File: src/rtl/stack_machine_executor_assert.svh
// assertion macros shared by the stack machine executor rtl
// expects clk and arst_n in the scope of each use
`ifndef STACK_MACHINE_EXECUTOR_ASSERT_SVH
`define STACK_MACHINE_EXECUTOR_ASSERT_SVH

// same-cycle implication
`define SME_ASSERT_NOW(label, ante, cons, msg) \
	label: assert property (@(posedge clk) disable iff (!arst_n) (ante) |-> (cons)) \
		else $error(msg);

// next-cycle implication
`define SME_ASSERT_NEXT(label, ante, cons, msg) \
	label: assert property (@(posedge clk) disable iff (!arst_n) (ante) |=> (cons)) \
		else $error(msg);

`endif

File: src/rtl/sme_pkg.sv
// shared types and codes for the stack machine executor
// no dependencies
package sme_pkg;

	typedef enum logic [3:0] {
		OP_PUSH  = 4'd0,
		OP_POP   = 4'd1,
		OP_ADD   = 4'd2,
		OP_SUB   = 4'd3,
		OP_MUL   = 4'd4,
		OP_DIV   = 4'd5,
		OP_IFEQ  = 4'd6,
		OP_JUMP  = 4'd7,
		OP_PRINT = 4'd8,
		OP_DUP   = 4'd9
	} op_t;

	typedef enum logic [2:0] {
		ERR_OK      = 3'd0,
		ERR_INVALID = 3'd1,
		ERR_UNDER   = 3'd2,
		ERR_OVER    = 3'd3,
		ERR_DIVZERO = 3'd4
	} err_t;

	localparam int unsigned WORD_W = 32;

	// request to the divider
	typedef struct packed {
		logic start;
		logic is_signed;
	} div_ctrl_t;

endpackage

File: src/rtl/sme_cmd_if.sv
// instruction channel: decoded opcode and operand
// no dependencies
interface sme_cmd_if;
	logic               valid;
	logic               ready;
	logic        [3:0]  func;
	logic signed [31:0] operand;

	modport source (output valid, func, operand, input ready);
	modport sink   (input valid, func, operand, output ready);
endinterface

File: src/rtl/sme_rsp_if.sv
// result channel: top of stack, line counter and status per instruction
// no dependencies
interface sme_rsp_if;
	logic               valid;
	logic               ready;
	logic signed [31:0] top_value;
	logic               print_valid;
	logic        [7:0]  next_line;
	logic        [2:0]  error_code;
	logic        [4:0]  stack_count;

	modport source (output valid, top_value, print_valid, next_line, error_code, stack_count,
		input ready);
	modport sink   (input valid, top_value, print_valid, next_line, error_code, stack_count,
		output ready);
endinterface

File: src/rtl/stack_machine_executor.sv
// stack machine executor: one decoded instruction per word on a ram-held data stack
// order: exec, then mod1 and mod2 for a taken jump or ifeq (reciprocal target reduction)
// or the bit-serial divider wait for div, then done, which loads the output register
// throughput: one instruction at a time; a held result stalls the next
// reset: stack pointer, line counter and handshakes clear; stack contents undefined until pushed
// depends on sme_pkg, sme_cmd_if, sme_rsp_if, sme_stack_ram, sme_div
`include "stack_machine_executor_assert.svh"

module stack_machine_executor import sme_pkg::*; #(
	parameter int unsigned STACK_DEPTH = 16,
	parameter int unsigned LINE_COUNT  = 256
) (
	input  logic      clk,
	input  logic      arst_n,
	sme_cmd_if.sink   cmd,
	sme_rsp_if.source rsp
);

	localparam int unsigned AW  = $clog2(STACK_DEPTH);
	localparam int unsigned SPW = $clog2(STACK_DEPTH + 1);
	localparam int unsigned LW  = $clog2(LINE_COUNT);

	// reciprocal of the line count, exact quotient for any 32-bit target
	localparam int unsigned MOD_S = 32 + LW;
	localparam logic [32:0] MOD_M = 33'(((64'd1 << MOD_S) / 64'(LINE_COUNT)) + 64'd1);

	typedef enum logic [5:0] {
		S_IDLE = 6'b000001,
		S_EXEC = 6'b000010,
		S_MOD1 = 6'b000100,
		S_MOD2 = 6'b001000,
		S_DIV  = 6'b010000,
		S_DONE = 6'b100000
	} state_t;

	state_t state_q;

	logic [SPW-1:0] sp_q;
	logic [LW-1:0]  line_q;
	logic           rsp_valid_q;

	// instruction held across the step
	logic [3:0]  func_q;
	logic [31:0] operand_q;

	// step results, loaded in exec, in mod2 and in the divider wait
	err_t           err_q;
	logic [SPW-1:0] sp_nx_q;
	logic [LW-1:0]  line_nx_q;
	logic [31:0]    top_q;
	logic           print_q;
	logic           we_q;
	logic [AW-1:0]  waddr_q;
	logic [31:0]    wdata_q;

	// output register
	logic [31:0] rsp_top_q;
	logic        rsp_print_q;
	logic [7:0]  rsp_line_q;
	err_t        rsp_err_q;
	logic [4:0]  rsp_count_q;

	// target reduction pipeline
	logic [48:0]   mod_lo_s1;
	logic [48:0]   mod_hi_s1;
	logic [31:0]   mod_quo_s2;
	logic [64:0]   mod_sum;
	logic [LW-1:0] mod_qn;
	logic [LW-1:0] mod_rem;

	logic          accept;
	logic          advance;
	logic          mem_we;
	logic [AW-1:0] raddr_a;
	logic [AW-1:0] raddr_b;
	logic [31:0]   rd_a;
	logic [31:0]   rd_b;

	div_ctrl_t   div_ctrl;
	logic [31:0] div_dividend;
	logic [31:0] div_divisor;
	logic        div_done;
	logic [31:0] div_quot;

	// exec decode
	err_t           err;
	logic [SPW-1:0] sp_nx;
	logic [LW-1:0]  line_nx;
	logic [LW-1:0]  line_inc;
	logic [31:0]    top_nx;
	logic [31:0]    cur_top;
	logic           printed;
	logic           we_nx;
	logic [AW-1:0]  waddr_nx;
	logic [31:0]    wdata_nx;
	logic           need_div;
	logic           need_mod;
	logic           full;

	assign accept  = cmd.valid && cmd.ready;
	assign advance = (state_q == S_DONE) && (!rsp_valid_q || rsp.ready);
	assign mem_we  = advance && we_q;

	assign cmd.ready = (state_q == S_IDLE);

	// top and next; address zero when the entry does not exist
	assign raddr_a = (sp_q >= SPW'(1)) ? AW'(sp_q - SPW'(1)) : '0;
	assign raddr_b = (sp_q >= SPW'(2)) ? AW'(sp_q - SPW'(2)) : '0;

	sme_stack_ram #(
		.DEPTH (STACK_DEPTH),
		.AW    (AW)
	) u_ram (
		.clk     (clk),
		.we      (mem_we),
		.waddr   (waddr_q),
		.wdata   (wdata_q),
		.re      (accept),
		.raddr_a (raddr_a),
		.raddr_b (raddr_b),
		.rdata_a (rd_a),
		.rdata_b (rd_b)
	);

	sme_div u_div (
		.clk      (clk),
		.arst_n   (arst_n),
		.ctrl     (div_ctrl),
		.dividend (div_dividend),
		.divisor  (div_divisor),
		.done     (div_done),
		.quot     (div_quot)
	);

	assign full     = (sp_q == SPW'(STACK_DEPTH));
	assign cur_top  = (sp_q == '0) ? 32'd0 : rd_a;
	assign line_inc = (line_q == LW'(LINE_COUNT - 1)) ? '0 : line_q + LW'(1);

	always_comb begin
		err      = ERR_OK;
		sp_nx    = sp_q;
		line_nx  = line_inc;
		top_nx   = cur_top;
		printed  = 1'b0;
		we_nx    = 1'b0;
		waddr_nx = AW'(sp_q);
		wdata_nx = operand_q;
		need_div = 1'b0;
		need_mod = 1'b0;
		unique case (func_q)
			OP_PUSH: begin
				if (full) begin
					err = ERR_OVER;
				end else begin
					sp_nx  = sp_q + SPW'(1);
					we_nx  = 1'b1;
					top_nx = operand_q;
				end
			end
			OP_POP: begin
				if (sp_q == '0) begin
					err = ERR_UNDER;
				end else begin
					sp_nx  = sp_q - SPW'(1);
					top_nx = (sp_q == SPW'(1)) ? 32'd0 : rd_b;
				end
			end
			OP_ADD, OP_SUB, OP_MUL, OP_DIV: begin
				if (sp_q < SPW'(2)) begin
					err = ERR_UNDER;
				end else if (func_q == OP_DIV && rd_b == 32'd0) begin
					err = ERR_DIVZERO;
				end else begin
					sp_nx    = sp_q - SPW'(1);
					we_nx    = 1'b1;
					waddr_nx = AW'(sp_q - SPW'(2));
					case (func_q)
						OP_ADD:  top_nx = rd_a + rd_b;
						OP_SUB:  top_nx = rd_a - rd_b;
						OP_MUL:  top_nx = rd_a * rd_b;
						default: begin
							top_nx   = 32'd0;
							need_div = 1'b1;
						end
					endcase
					wdata_nx = top_nx;
				end
			end
			OP_IFEQ: begin
				if (sp_q == '0) begin
					err = ERR_UNDER;
				end else if (rd_a == 32'd0) begin
					need_mod = 1'b1;
				end
			end
			OP_JUMP: begin
				need_mod = 1'b1;
			end
			OP_PRINT: begin
				if (sp_q == '0) begin
					err = ERR_UNDER;
				end else begin
					printed = 1'b1;
				end
			end
			OP_DUP: begin
				if (sp_q == '0) begin
					err = ERR_UNDER;
				end else if (full) begin
					err = ERR_OVER;
				end else begin
					sp_nx    = sp_q + SPW'(1);
					we_nx    = 1'b1;
					wdata_nx = rd_a;
				end
			end
			default: begin
				err = ERR_INVALID;
			end
		endcase
		// an error leaves all state as it was
		if (err != ERR_OK) begin
			sp_nx    = sp_q;
			line_nx  = line_q;
			top_nx   = cur_top;
			printed  = 1'b0;
			we_nx    = 1'b0;
			need_div = 1'b0;
			need_mod = 1'b0;
		end
	end

	// divider runs signed on top over next for div
	always_comb begin
		div_ctrl.start     = (state_q == S_EXEC) && need_div;
		div_ctrl.is_signed = need_div;
		div_dividend       = rd_a;
		div_divisor        = rd_b;
	end

	// target mod line count: quotient by reciprocal, remainder from the low bits
	assign mod_sum = {mod_hi_s1, 16'd0} + 65'(mod_lo_s1);
	assign mod_qn  = LW'(mod_quo_s2) * LW'(LINE_COUNT);
	assign mod_rem = LW'(operand_q) - mod_qn;

	always_ff @(posedge clk) begin
		mod_lo_s1  <= 49'(operand_q[15:0]) * 49'(MOD_M);
		mod_hi_s1  <= 49'(operand_q[31:16]) * 49'(MOD_M);
		mod_quo_s2 <= 32'(mod_sum >> MOD_S);
	end

	always_ff @(posedge clk or negedge arst_n) begin
		if (!arst_n) begin
			state_q     <= S_IDLE;
			sp_q        <= '0;
			line_q      <= '0;
			rsp_valid_q <= 1'b0;
		end else begin
			if (rsp_valid_q && rsp.ready) begin
				rsp_valid_q <= 1'b0;
			end
			unique case (state_q)
				S_IDLE: begin
					if (accept) begin
						state_q <= S_EXEC;
					end
				end
				S_EXEC: begin
					state_q <= need_mod ? S_MOD1 : (need_div ? S_DIV : S_DONE);
				end
				S_MOD1: begin
					state_q <= S_MOD2;
				end
				S_MOD2: begin
					state_q <= S_DONE;
				end
				S_DIV: begin
					if (div_done) begin
						state_q <= S_DONE;
					end
				end
				S_DONE: begin
					if (advance) begin
						sp_q        <= sp_nx_q;
						line_q      <= line_nx_q;
						rsp_valid_q <= 1'b1;
						state_q     <= S_IDLE;
					end
				end
				default: begin
					state_q <= S_IDLE;
				end
			endcase
		end
	end

	always_ff @(posedge clk) begin
		if (accept) begin
			func_q    <= cmd.func;
			operand_q <= cmd.operand;
		end
		if (state_q == S_EXEC) begin
			err_q     <= err;
			sp_nx_q   <= sp_nx;
			line_nx_q <= line_nx;
			top_q     <= top_nx;
			print_q   <= printed;
			we_q      <= we_nx;
			waddr_q   <= waddr_nx;
			wdata_q   <= wdata_nx;
		end
		if (state_q == S_MOD2) begin
			line_nx_q <= mod_rem;
		end
		if (state_q == S_DIV && div_done) begin
			top_q   <= div_quot;
			wdata_q <= div_quot;
		end
		if (advance) begin
			rsp_top_q   <= top_q;
			rsp_print_q <= print_q;
			rsp_line_q  <= 8'(line_nx_q);
			rsp_err_q   <= err_q;
			rsp_count_q <= 5'(sp_nx_q);
		end
	end

	assign rsp.valid       = rsp_valid_q;
	assign rsp.top_value   = $signed(rsp_top_q);
	assign rsp.print_valid = rsp_print_q;
	assign rsp.next_line   = rsp_line_q;
	assign rsp.error_code  = rsp_err_q;
	assign rsp.stack_count = rsp_count_q;

	`SME_ASSERT_NOW(a_sp_bound, 1'b1, 32'(sp_q) <= STACK_DEPTH, "stack pointer past depth")
	`SME_ASSERT_NOW(a_line_bound, 1'b1, 32'(line_q) < LINE_COUNT, "line counter past line count")
	`SME_ASSERT_NEXT(a_err_hold, advance && err_q != ERR_OK, $stable({sp_q, line_q}), "moved on error")
	`SME_ASSERT_NOW(a_no_rw_overlap, mem_we, !accept, "stack write overlaps a read")
	`SME_ASSERT_NOW(a_print_ok, rsp.valid && rsp.print_valid, rsp.error_code == ERR_OK, "print flagged with error")

endmodule

File: src/rtl/sme_stack_ram.sv
// data stack storage: one write port, two registered read ports
// depends on nothing but its parameters
module sme_stack_ram #(
	parameter int unsigned DEPTH = 16,
	parameter int unsigned AW    = 4
) (
	input  logic          clk,
	input  logic          we,
	input  logic [AW-1:0] waddr,
	input  logic [31:0]   wdata,
	input  logic          re,
	input  logic [AW-1:0] raddr_a,
	input  logic [AW-1:0] raddr_b,
	output logic [31:0]   rdata_a,
	output logic [31:0]   rdata_b
);

	logic [31:0] mem [DEPTH];

	always_ff @(posedge clk) begin
		if (we) begin
			mem[waddr] <= wdata;
		end
	end

	always_ff @(posedge clk) begin
		if (re) begin
			rdata_a <= mem[raddr_a];
			rdata_b <= mem[raddr_b];
		end
	end

endmodule

File: src/rtl/sme_div.sv
// restoring divider, one quotient bit per cycle, signed or unsigned
// depends on sme_pkg
module sme_div import sme_pkg::*; (
	input  logic        clk,
	input  logic        arst_n,
	input  div_ctrl_t   ctrl,
	input  logic [31:0] dividend,
	input  logic [31:0] divisor,
	output logic        done,
	output logic [31:0] quot
);

	logic        busy_q;
	logic        done_q;
	logic [4:0]  cnt_q;
	logic [31:0] num_q;
	logic [31:0] den_q;
	logic [31:0] rem_q;
	logic        neg_q;

	logic [32:0] trial;
	logic [32:0] diff;

	assign trial = {rem_q, num_q[31]};
	assign diff  = trial - {1'b0, den_q};

	always_ff @(posedge clk or negedge arst_n) begin
		if (!arst_n) begin
			busy_q <= 1'b0;
			done_q <= 1'b0;
			cnt_q  <= '0;
		end else begin
			done_q <= 1'b0;
			if (ctrl.start) begin
				busy_q <= 1'b1;
				cnt_q  <= '0;
			end else if (busy_q) begin
				cnt_q <= cnt_q + 5'd1;
				if (cnt_q == 5'd31) begin
					busy_q <= 1'b0;
					done_q <= 1'b1;
				end
			end
		end
	end

	always_ff @(posedge clk) begin
		if (ctrl.start) begin
			// magnitudes; the most negative word keeps its pattern, read as 2^31
			num_q <= (ctrl.is_signed && dividend[31]) ? (~dividend + 32'd1) : dividend;
			den_q <= (ctrl.is_signed && divisor[31])  ? (~divisor + 32'd1)  : divisor;
			neg_q <= ctrl.is_signed && (dividend[31] ^ divisor[31]);
			rem_q <= '0;
		end else if (busy_q) begin
			if (!diff[32]) begin
				rem_q <= diff[31:0];
				num_q <= {num_q[30:0], 1'b1};
			end else begin
				rem_q <= trial[31:0];
				num_q <= {num_q[30:0], 1'b0};
			end
		end
	end

	assign done = done_q;
	assign quot = neg_q ? (~num_q + 32'd1) : num_q;

endmodule

File: src/flat_wrapper.sv
// flat-port wrapper written by rule: the top's interface ports become plain ports
module stack_machine_executor_flat import sme_pkg::*;
#(
	parameter int unsigned STACK_DEPTH = 16,
	parameter int unsigned LINE_COUNT  = 256
)
  (clk, arst_n, cmd_valid, cmd_func, cmd_operand, cmd_ready, rsp_valid, rsp_top_value, rsp_print_valid, rsp_next_line, rsp_error_code, rsp_stack_count, rsp_ready);
  sme_cmd_if cmd_i ();
  sme_rsp_if rsp_i ();
  input  logic clk;
  input  logic arst_n;
  input wire logic [$bits(cmd_i.valid)-1:0] cmd_valid;
  input wire logic [$bits(cmd_i.func)-1:0] cmd_func;
  input wire logic [$bits(cmd_i.operand)-1:0] cmd_operand;
  output wire logic [$bits(cmd_i.ready)-1:0] cmd_ready;
  output wire logic [$bits(rsp_i.valid)-1:0] rsp_valid;
  output wire logic [$bits(rsp_i.top_value)-1:0] rsp_top_value;
  output wire logic [$bits(rsp_i.print_valid)-1:0] rsp_print_valid;
  output wire logic [$bits(rsp_i.next_line)-1:0] rsp_next_line;
  output wire logic [$bits(rsp_i.error_code)-1:0] rsp_error_code;
  output wire logic [$bits(rsp_i.stack_count)-1:0] rsp_stack_count;
  input wire logic [$bits(rsp_i.ready)-1:0] rsp_ready;
  assign cmd_i.valid = cmd_valid;
  assign cmd_i.func = cmd_func;
  assign cmd_i.operand = cmd_operand;
  assign cmd_ready = cmd_i.ready;
  assign rsp_valid = rsp_i.valid;
  assign rsp_top_value = rsp_i.top_value;
  assign rsp_print_valid = rsp_i.print_valid;
  assign rsp_next_line = rsp_i.next_line;
  assign rsp_error_code = rsp_i.error_code;
  assign rsp_stack_count = rsp_i.stack_count;
  assign rsp_i.ready = rsp_ready;
  stack_machine_executor #(.STACK_DEPTH(STACK_DEPTH), .LINE_COUNT(LINE_COUNT)) u_core (.clk(clk), .arst_n(arst_n), .cmd(cmd_i), .rsp(rsp_i));
endmodule
File: config.mk
export PLATFORM = sky130hd
export DESIGN_NAME = stack_machine_executor_flat
export DESIGN_NICKNAME = d
export VERILOG_FILES = /design/src/rtl/sme_pkg.sv /design/src/rtl/sme_cmd_if.sv /design/src/rtl/sme_rsp_if.sv /design/src/rtl/stack_machine_executor.sv /design/src/rtl/sme_stack_ram.sv /design/src/rtl/sme_div.sv /design/src/flat_wrapper.sv
export VERILOG_INCLUDE_DIRS = /design/src /design/src/rtl
export SDC_FILE = /design/constraint.sdc
export NUM_CORES = 2
export LEC_CHECK = 0
export BUFFER_PORTS_ARGS = -buffer_cell sky130_fd_sc_hd__clkbuf_2
export CORE_MARGIN = 3
export CORE_UTILIZATION = 40
export CTS_CLUSTER_SIZE = 12
export DETAILED_ROUTE_END_ITERATION = 10
export PLACE_DENSITY = 0.57
export SYNTH_ARGS = -nofsm -noshare
export SYNTH_HDL_FRONTEND = slang
export SYNTH_SLANG_ARGS = --single-unit
File: constraint.sdc
create_clock -name clk -period 9.1 [get_ports clk]
set_clock_uncertainty 0.2 [all_clocks]
set_input_delay 0.455 -clock clk [delete_from_list [all_inputs] [get_ports clk]]
set_output_delay 0.455 -clock clk [all_outputs]
set_load 0.01 [all_outputs]
==> summary.md <==
| Metric | Value |
|---|---|
| Synth Warn # | 0 |
| Seq. cell area | 0.0257 sq mm |
| Placed cell area | 0.0639 sq mm |
| CP most frequent cell | fa_1 |
| Measured slew at the worst slew-check pin | 1.24 ns |
| Maximum capacitance violations | 0 |
| Drt total wl | 200 mm |
| Fin. max-slew vios | 0 |
| Slew HR | 17.1% |
| Row cnt | 142 |
| Syn_area_per_cell | 11.1 sq um |
| # fillers | 14.1k |
| Clock buffer depth | 3 |
| Total CTS buffers | 97 |
| Yosys reg bits | 871 |
| Status | finished, final reports clean |
| Top cell type by total area after synthesis | edfxtp_1 |
| DRC Markers | 0 |
| Final Hold Fails | 0 |
| M1 GR Usage | 33.9% |
| Crit-path max FO | 15 |
| Met2 Usage GRT | 40.6% |
| Worst setup margin | 0.587 ns |
| DR pass1 iterations | 7 |
| Netlist cell types | 86 |
| Clock latency on the worst-skew pair | 0.75 ns |
| Die area | 0.157 sq mm |
| IO buf count | 90 |
| Crit path cell chain | buf_4 > and2_1 > fa_1 > fa_1 > ha_1 > inv_1 > fa_1 > inv_1 > ha_1 > ha_1 > fa_1 > fa_1 > ha_1 > a21o_1 > a21oi_1 > nor2b_1 > nor4_1 > o21ai_0 > and2_1 > or4b_2 > a21oi_1 > o21ai_0 > a221oi_1 |
| Die X | 397 um |
| FFs w/ async S/R, synth | 3.10% |
| Routed WL per cell | 26.4 um |
| Routability Congestion | 0.938 |
| Post-layout util | 44.7% |
| DP HPWL | 134 mm |
| Maximum clock rate | 117 MHz |
| DRT iter0 DRCs | 4449 |
| Unrepaired setup endpoints after global routing | no |
| Slowest cell on crit path | edfxtp_1 |
| Clock Tree Root | clkbuf_16 |
| Starting Density | 40.5% |
| Arrival time worst endpoint | 8.83 ns |
| EDFF count, synth | 812 |
| Antenna violations before repair | 18 |
| H-tree levels | 3 |
| Area share of the largest cell type after synthesis | 40.0% |
| Top delay family on crit path | adder cells |
| Ports | 91 |
| Clk slew on worst S/H paths | 0.06 ns |
| First-pass GRT wire length | 295 mm |
| TNS Setup | 0 ns |
| Period minus WS final | 8.51 ns |
| GR Layer Usage met3 | 5.05% |
| Sink Count | 871 |
| Core ar. | 0.151 sq mm |
| Crit Path Class | reg2reg |
| Crit-path max cell delay | 0.93 ns |
| CP bufs+invs | 3 |
| PostCTS Resize Cnt | 0 |
| Multi-input logic area | 0.0324 sq mm |
| Synth Instances | 5492 |
| Predominant post-synthesis flop cell | edfxtp_1 |
| Sequential fraction of the synthesis area | 42.1% |
| Post-route cell area | 0.0673 sq mm |
| Nets@finish | 6134 |
| Pre-CTS WS | 0.866 ns |
| Largest net degree at the start of global routing | 129 |
| GR Util All Layers | 25.4% |
| Vias in the first global route | 44.5k |
| Busiest layer in global routing | met2 |
| Top post-synthesis cells by area | edfxtp_1, fa_1, mux4_2, nand2_1, and2_1 |
| Final setup viols | 0 |
| Required @ worst endpoint | 9.42 ns |
| Number of vias per cell | 5.84 |
| CP Capture Type | flip-flop |
| Post-Syn Area | 0.0610 sq mm |
| Die height | 397 um |
| Via Count | 44.2k |
| Fraction of layout cells with a size suffix above 1 | 11.5% |
| Final Cycle Share | 93.6% |
| Startpoint types | flip-flop |
| Total congestion overflow | 0 |
| Area Growth Syn to Fin | 10.4% |
| CTS tree | done |
| Post-DRT Antenna Nets | 0 |
| Worst Hold Class | in2async |
| Syn_nets | 6142 |
[sequential cells by signal, summed over array words and instances (netlist names), 32 cells and up]
signal	cells
u_core.u_ram.mem	512
u_core.operand_q	32
u_core.rsp.top_value	32
u_core.top_q	32
u_core.u_div.den_q	32
u_core.u_div.num_q	32
u_core.u_div.rem_q	32
u_core.u_ram.rdata_a	32
u_core.u_ram.rdata_b	32
u_core.wdata_q	32
[placed cells by master, fill, tap and decap left out, drive strengths merged, types with 58 or more instances in the layout]
| cell type | count |
|---|---|
| nand2 | 738 |
| fa | 410 |
| mux2 | 67 |
| a31oi | 87 |
| edfxtp | 812 |
| and2 | 418 |
| o21ai | 212 |
| nor2 | 171 |
| o31ai | 58 |
| mux2i | 106 |
| ha | 200 |
| xor2 | 103 |
| a211oi | 169 |
| a21oi | 246 |
| clkbuf | 218 |
| buf | 149 |
| xnor2 | 161 |
| inv | 458 |
| mux4 | 131 |
[synth_stat cells, types with 14 or more instances]
| cell | n |
|---|---|
| a22oi_1 | 22 |
| buf_2 | 27 |
| a221oi_1 | 25 |
| o311ai_0 | 29 |
| dfxtp_1 | 32 |
| and3_1 | 19 |
| or3_1 | 19 |
| xor2_1 | 103 |
| a31oi_1 | 87 |
| mux4_2 | 131 |
| a211oi_1 | 168 |
| nand3_1 | 38 |
| inv_1 | 455 |
| nand2_1 | 738 |
| and2_1 | 415 |
| clkbuf_1 | 319 |
| a21oi_1 | 246 |
| fa_1 | 410 |
| o211ai_1 | 14 |
| or4_1 | 14 |
| mux2_2 | 67 |
| a2111oi_0 | 15 |
| o22ai_1 | 19 |
| a311oi_1 | 37 |
| o31ai_1 | 58 |
| nor2_1 | 171 |
| dfrtp_1 | 26 |
| a21o_1 | 37 |
| nand3b_1 | 15 |
| ha_1 | 200 |
| mux2i_1 | 106 |
| buf_1 | 36 |
| nand2b_1 | 19 |
| nor3_1 | 37 |
| xnor2_1 | 161 |
| o21ai_0 | 209 |
| edfxtp_1 | 812 |
[stage by stage]
| stage | hold slack [ns] | std cells |
|---|---|---|
| floorplan | -0.0406 | 5492 |
| global placement | 0.205 | 7362 |
| detailed placement | 0.206 | 7362 |
| CTS | 0.0906 | 7575 |
| global route | 0.160 | 7575 |
| finish | 0.0994 | 7581 |
[cells by family (layout without fill, tap and decap cells)]
logic type,after synthesis,count (layout),share of synthesized area [%]
multiplexers,304,304,7.81
buffers and inverters,841,908,5.25
adder cells (fa/ha/maj),610,610,17.6
flip-flops,871,871,42.1
other,0,6,0
AND/OR/NAND/NOR,1555,1555,12.3
XOR/XNOR,264,264,3.79
AO/OA/AOI/OAI,1047,1047,11.2
[final timing paths]
check	from	endpoint	slack (ns)	depth (start not counted)
worst min-delay path	arst_n	u_core.sp_q[4]$_DFFE_PN0P_	0.1	2
worst max register to register	u_core.u_ram.rdata_a[3]$_DFFE_PP_	u_core.top_q[22]$_DFFE_PP_	0.59	23
max in group asynchronous	arst_n	u_core.sp_q[0]$_DFFE_PN0P_	8.05	2
worst min register to register	u_core.top_q[15]$_DFFE_PP_	u_core.rsp.top_value[15]$_DFFE_PP_	0.21	0
worst max-delay path	u_core.u_ram.rdata_a[3]$_DFFE_PP_	u_core.top_q[22]$_DFFE_PP_	0.59	23
min in group clk	u_core.top_q[15]$_DFFE_PP_	u_core.rsp.top_value[15]$_DFFE_PP_	0.21	0
[repair_timing]
item	CTS	global route
hold endpoints to repair	67	0
setup endpoints to repair	0	0
buffers inserted	0	0
hold buffers	39	0
[area by class of cell]
type | instances | share of cell area (%)
flip-flops and latches | 871 | 38.2
inverters | 456 | 2.54
multi-input cells | 3780 | 48.1
diodes | 6 | 0.0223
repair buffers | 278 | 2.95
clock buffers | 128 | 3.81
clock inverters | 46 | 0.699
well taps | 2016 | 3.75
[routing by layer]
layer  vias to the layer above  wire [um]
met5                         -         13
met4                         2       8340
met3                       419      16700
met2                      1946      93300
met1                     22500      81900
li1                      19400          -
Power is left out: the tool's default activity adds up to more than one toggle a clock period on the data nets, which glitch-free logic cannot reach.
